--- src/rtl/core/osm_pkg.sv ---
`default_nettype none
package osm_pkg;

  localparam int CAPACITY    = 64;
  localparam int VALUE_WIDTH = 32;
  localparam int IDX_W       = (CAPACITY > 1) ? $clog2(CAPACITY) : 1;
  localparam int CNT_W       = $clog2(CAPACITY + 1);

  localparam logic [VALUE_WIDTH-1:0] SIGN_BIT = {1'b1, {(VALUE_WIDTH-1){1'b0}}};

  typedef enum logic [2:0] {
    REQ_INSERT = 3'd0,
    REQ_DELETE = 3'd1,
    REQ_RANK   = 3'd2,
    REQ_KTH    = 3'd3,
    REQ_PRED   = 3'd4,
    REQ_SUCC   = 3'd5
  } req_t;

  typedef enum logic [2:0] {
    ST_OK      = 3'd0,
    ST_FULL    = 3'd1,
    ST_ABSENT  = 3'd2,
    ST_RANGE   = 3'd3,
    ST_NO_PRED = 3'd4,
    ST_NO_SUCC = 3'd5
  } status_t;

  typedef enum logic [1:0] {
    S_IDLE,
    S_CMP,
    S_APPLY
  } state_t;

  // broadcast from the sequencer to every cell
  typedef struct packed {
    logic                   cmp;
    logic                   ins;
    logic                   del;
    logic [VALUE_WIDTH-1:0] key;
    logic [6:0]             kth;
    logic [CNT_W-1:0]       count;
  } cell_ctl_t;

  // per-cell flags seen by neighbors and the result reduction
  typedef struct packed {
    logic lt;
    logic le;
    logic pred;
    logic succ;
    logic del;
    logic kth;
  } cell_stat_t;

  // 32-bit signed operand to order-preserving biased key
  function automatic logic [VALUE_WIDTH-1:0] key_of(input logic signed [31:0] v);
    logic signed [VALUE_WIDTH-1:0] s;
    s = VALUE_WIDTH'(v);
    return s ^ SIGN_BIT;
  endfunction

  function automatic logic [31:0] value_of(input logic [VALUE_WIDTH-1:0] k);
    logic signed [VALUE_WIDTH-1:0] s;
    s = k ^ SIGN_BIT;
    return 32'(s);
  endfunction

endpackage
`default_nettype wire

--- src/rtl/core/osm_cell.sv ---
`default_nettype none
module osm_cell (
  input  wire logic                                clk,
  input  wire logic                                rst_n,
  input  wire logic [osm_pkg::IDX_W-1:0]           idx,
  input  wire osm_pkg::cell_ctl_t                  ctl,
  input  wire logic [osm_pkg::VALUE_WIDTH-1:0]     left_val,
  input  wire logic [osm_pkg::VALUE_WIDTH-1:0]     right_val,
  input  wire logic                                prev_lt,
  input  wire logic                                prev_le,
  input  wire logic                                next_lt,
  output logic      [osm_pkg::VALUE_WIDTH-1:0]     val,
  output osm_pkg::cell_stat_t                      stat
);

  logic [osm_pkg::VALUE_WIDTH-1:0] val_r, val_nxt;
  logic                            lt_r, le_r, valid_r, kth_r;
  logic                            valid_now;

  assign valid_now = 32'(idx) < 32'(ctl.count);

  always_ff @(posedge clk) begin
    if (!rst_n) begin
      lt_r    <= 1'b0;
      le_r    <= 1'b0;
      valid_r <= 1'b0;
      kth_r   <= 1'b0;
    end else if (ctl.cmp) begin
      lt_r    <= valid_now && (val_r < ctl.key);
      le_r    <= valid_now && (val_r <= ctl.key);
      valid_r <= valid_now;
      kth_r   <= valid_now && (32'(ctl.kth) == 32'(idx) + 32'd1);
    end
  end

  always_comb begin
    val_nxt = val_r;
    if (ctl.ins && !le_r) begin
      val_nxt = prev_le ? ctl.key : left_val;
    end else if (ctl.del && !lt_r) begin
      val_nxt = right_val;
    end
  end

  always_ff @(posedge clk) begin
    val_r <= val_nxt;
  end

  assign val       = val_r;
  assign stat.lt   = lt_r;
  assign stat.le   = le_r;
  assign stat.pred = lt_r && !next_lt;
  assign stat.succ = valid_r && !le_r && prev_le;
  assign stat.del  = le_r && !lt_r && prev_lt;
  assign stat.kth  = kth_r;

endmodule
`default_nettype wire

--- config.mk ---
export PLATFORM = sky130hd
export DESIGN_NAME = osm_cell
export DESIGN_NICKNAME = d
export VERILOG_FILES = /design/src/rtl/core/osm_pkg.sv /design/src/rtl/core/osm_cell.sv
export SDC_FILE = /design/constraint.sdc
export NUM_CORES = 1
export LEC_CHECK = 0
export BUFFER_PORTS_ARGS = -buffer_cell sky130_fd_sc_hd__buf_4
export CAP_MARGIN = 10
export CORE_MARGIN = 2
export CORE_UTILIZATION = 45
export CTS_CLUSTER_DIAMETER = 40
export CTS_CLUSTER_SIZE = 30
export DETAILED_ROUTE_END_ITERATION = 8
export GPL_ROUTABILITY_DRIVEN = 0
export PLACE_DENSITY = 0.83
export SLEW_MARGIN = 20
export SYNTH_ARGS = -nofsm -noshare
export SYNTH_HDL_FRONTEND = slang
export SYNTH_SLANG_ARGS = --single-unit
--- constraint.sdc ---
create_clock -name clk -period 3.8 [get_ports clk]
set_input_delay 0 -clock clk [delete_from_list [all_inputs] [get_ports clk]]
set_output_delay 0 -clock clk [all_outputs]
set_load 0.01 [all_outputs]
Yosys cells after proc, flatten, opt, wreduce, memory -nomap -nowiden
Index checks and enable logic that the tools add are counted.
Widths: inputs -> output; s select.
- reduce and logical (&&, ||, !) cells: 14
- mux-type cells: 3
- equal/unequal tests: 1
- add/subtract/negate cells: 1
- order comparisons: 3
- operators with widths (cell ; count):
    $mux 32 ; 3
    $le 32x32->1 ; 1
    $lt 32x32->1 ; 1
    $logic_and 1x1->1 ; 10
    $add 6x1->7 const B ; 1
    $eq 7x7->1 ; 1
    $lt 6x7->1 ; 1
    $logic_not 1->1 ; 3
    $reduce_bool 2->1 ; 1
- input port bits: 124
- register bits after elaboration: 36
- word-level logic and storage cells: 27
- output and inout port bits: 38

Longest topological paths before layout
- word-level depth: 4
- gate-level depth with buffers: 8
- mapped depth without buffers: 8

Worst setup path before layout
OpenSTA, ideal clock, no wires.
- path type: reg2reg
- start point: reg lt_r
- end point: reg val_r (netlist bit val[0]) (enable)
- buffers on the path: 0
- period minus slack after synthesis: 3.091 ns
- data arrival time: 2.625 ns
- slack: 0.709 ns
- stages on the path, launching flop included: 2
- setup time: 0.466 ns
- required time: 3.334 ns
- cells stage by stage: dfxtp_1 -> o21ai_0
- longest elaborated chain between the ends: 3
- RTL lines (element ; RTL line ; text):
    from (decl) ; osm_cell.sv:17 ; logic lt_r, le_r, valid_r, kth_r;
    from (signal assigned) ; osm_cell.sv:29 ; lt_r <= valid_now && (val_r < ctl.key);
    $logic_not 1->1 ; osm_cell.sv:40 ; end else if (ctl.del && !lt_r) begin
    $logic_and 1x1->1 ; osm_cell.sv:40 ;
    $reduce_bool 2->1 (no source line) ; -- ;
    to (signal assigned) ; osm_cell.sv:46 ; val_r <= val_nxt;
    to (decl) ; osm_cell.sv:16 ; logic [osm_pkg::VALUE_WIDTH-1:0] val_r, val_nxt;
Every way passes these cells.
A chain may end at the register's enable or synchronous reset.

Final worst setup path
- start point: reg le_r
- end point: reg val_r (netlist bit val[19]) (enable)
- longest elaborated chain between the ends: 3
- RTL lines (element ; RTL line ; text):
    from (decl) ; osm_cell.sv:17 ;
    from (signal assigned) ; osm_cell.sv:30 ; le_r <= valid_now && (val_r <= ctl.key);
    $logic_not 1->1 ; osm_cell.sv:38 ; if (ctl.ins && !le_r) begin
    $logic_and 1x1->1 ; osm_cell.sv:38 ;
    $reduce_bool 2->1 (no source line) ; -- ;
Every way passes these cells.

==> impl_results.md <==
- WL/cell: 15.0 um
- Clock root buffer: clkbuf_8
- Tot Pwr: 1.30 mW
- Hold Startpoint: right_val[20]
- Total GRT Usage: 0.235
- Port bufs: 161
- RR Startpoint: le_r
- Critical path peak fanout: 65
- Leakage: 2.28 nW
- Pwr dens: 293 mW/mm^2
- Via/cell ratio: 5.13
- Initial antenna violation count: 0
- Nets: 654
- DP Wirelength: 6690 um
- CTS Sinks: 36
- Warnings, synthesis: 0
- Initial DRC Count: 54
- Area share of the largest cell type after synthesis: 0.330
- Fin crit share: 0.546
- DRC viols: 0
- Final Setup Violations: 0
- Setup CP Type: reg2reg
- Cell row count: 29
- Via Count: 2917
- Total congestion overflow: 0
- Pre-CTS WS: 1.68 ns
- Post-Synthesis Cells: 318
- Sequential Power Share: 0.411
- Synth top cells by count: 48 x nand2_1, 42 x inv_1, 38 x ha_1
- Run status: complete, no violations
- TNS Setup: 0 ns
- Worst VDD drop: 0.239 mV
- Hold_ws: 0.0105 ns
- Worst Hold Class: in2reg
- Clock skew: 0.00567 ns
- Antenna viol nets, final: 0
- Ant. Diodes: 0
- Clock network fraction of total power: 0.198
- Post-synth top area cell: edfxtp_1
- Synth cell types: 36
- Starting Density: 0.462
- Area delta synth->final: 52.4%
- Final Hold Fails: 0
- Max-cap viol count: 0
- Largest net degree at the start of global routing: 66
- Die ar.: 0.00714 mm^2
- Final WL: 8530 um
- Clk slew on worst S/H paths: 0.07 ns
- Core footprint: 0.00631 mm^2
- Number of synthesized flops with an enable pin: 32
- Worst Slack Setup Final: 1.73 ns
- I/O pin cnt: 162
- Switching share of power: 0.313
- Setup crit start kind: register
- Sw power: 0.409 mW
- Synth Net Count: 480
- Worst EP required: 3.70 ns
- Total internal power: 0.895 mW
- Ys async rst share: 0
- Max Slew Vio Count: 0
- First-pass iteration count of the detailed router: 5
- Synth Area per Inst: 9.17 um^2
- Post-layout util: 0.704
- Main flop type after synthesis: edfxtp_1
- Worst slew pin tran: 1.04 ns
- CTS tree: built
- CP startpoint: le_r
- Crit path DAT: 1.97 ns
- Num CTS Buffers: 5
- Setup Fix Bufs, Post-CTS: 0
- Number of global-route vias before repair: 3033
- Highest Clock Rate: 0.482 GHz
- Logic gate share of total power: 0.391
- Mapped Area: 0.00292 mm^2
- DIE WIDTH: 84.5 um
- Longest Clk Path Bufs: 2
- RSZ-0062 raised after global routing: false
- Post-synthesis sequential area ratio: 0.357
- Setup crit end kind: register
- Chip Height: 84.5 um
- Rel. slew slack: 0.306
- Global-route wire length before repair: 13600 um
- Most numerous cell in the Yosys netlist: nand2_1
- CTS H-tree depth: 2
- Tmin final: 2.07 ns
- Share of layout cells above drive strength 1: 0.350
- Clock Latency Late Sink: 0.28 ns
- #FFs+latches synth: 36
- Top post-synthesis cells by area: edfxtp_1 33%, ha_1 16%, mux2i_1 11%
## through the flow
stage	cell area [um^2]	cells
finish	4440	569
global route	4440	569
CTS	4440	569
detailed placement	4170	542
global placement	4170	542
floorplan	2920	318
## power by group through the flow
stage,sequential (mW),combinational [mW],clock [mW]
floorplan,0.566,0.220,0
global placement,0.539,0.477,0
detailed placement,0.545,0.493,0
CTS,0.537,0.512,0.265
global route,0.543,0.565,0.274
finish,0.536,0.510,0.258
## worst max-delay path, cell delays in order (launching register included)
cell and delay [ns]:
dfxtp_1 0.33, inv_1 0.08, nand2_2 0.73, o21ai_4 0.52
## cells in the final DEF, fill, tap and decap left out, types with 2 or more instances in the layout
cell,n
edfxtp_1,32
nor2_1,4
nand2b_1,2
and4_1,2
nand3_1,7
a21oi_1,14
clkbuf_8,5
nor4_1,2
ha_1,38
a21o_1,4
o22ai_1,3
nor2b_1,2
dfxtp_1,4
nand4_1,5
xor2_1,5
xnor2_1,5
inv_1,42
and2_1,2
a2111oi_2,2
mux2i_1,32
nand2_1,47
o21ai_0,36
buf_4,161
dlygate4sd3_1,20
## area by class of cell
| type | instances | area [um^2] |
|---|---|---|
| Clock buffer | 6 | 72.6 |
| Multi-Input combinational cell | 226 | 1660 |
| Fill cell | 508 | 1870 |
| Inverter | 42 | 158 |
| Sequential cell | 36 | 1040 |
| Timing Repair Buffer | 181 | 1410 |
| Tap cell | 77 | 96.3 |
| Clock inverter | 1 | 5.00 |
## registers in the layout (all words and copies together), names as in the netlist
signal   cells
lt_r         1
kth_r        1
val         32
le_r         1
valid_r      1
## cells by family (layout without fill, tap and decap cells)
group / count (synthesis) / in the layout / share of synthesized area
compound gates: 68 / 68 / 0.139
buf+inv: 56 / 230 / 0.0773
xor+xnor: 10 / 10 / 0.0300
flops: 36 / 36 / 0.357
fa+ha+maj: 39 / 39 / 0.167
mux: 32 / 32 / 0.110
simple gates: 77 / 77 / 0.121
## worst paths after layout
check / endpoint / cells after the start / slack (ns)
max: val[19] / 3 / 1.73
min: val[20] / 3 / 0.01
max reg2reg: val[19] / 3 / 1.73
min reg2reg: valid_r / 2 / 0.50
## what timing repair did
item	CTS	global route
endpoints found under the hold margin	21	0
endpoints found under the setup margin	0	0
hold buffers	20	0
resized for setup	0	0
## layer usage
metal	routed length [um]	vias up	global-route usage
li1	-	1464	-
met1	3250	1330	0.262
met2	4640	108	0.450
met3	476	15	0.0374
met4	159	0	0.0765
met5	0	-	0
Note: power is estimated with default switching activity, not from simulation.
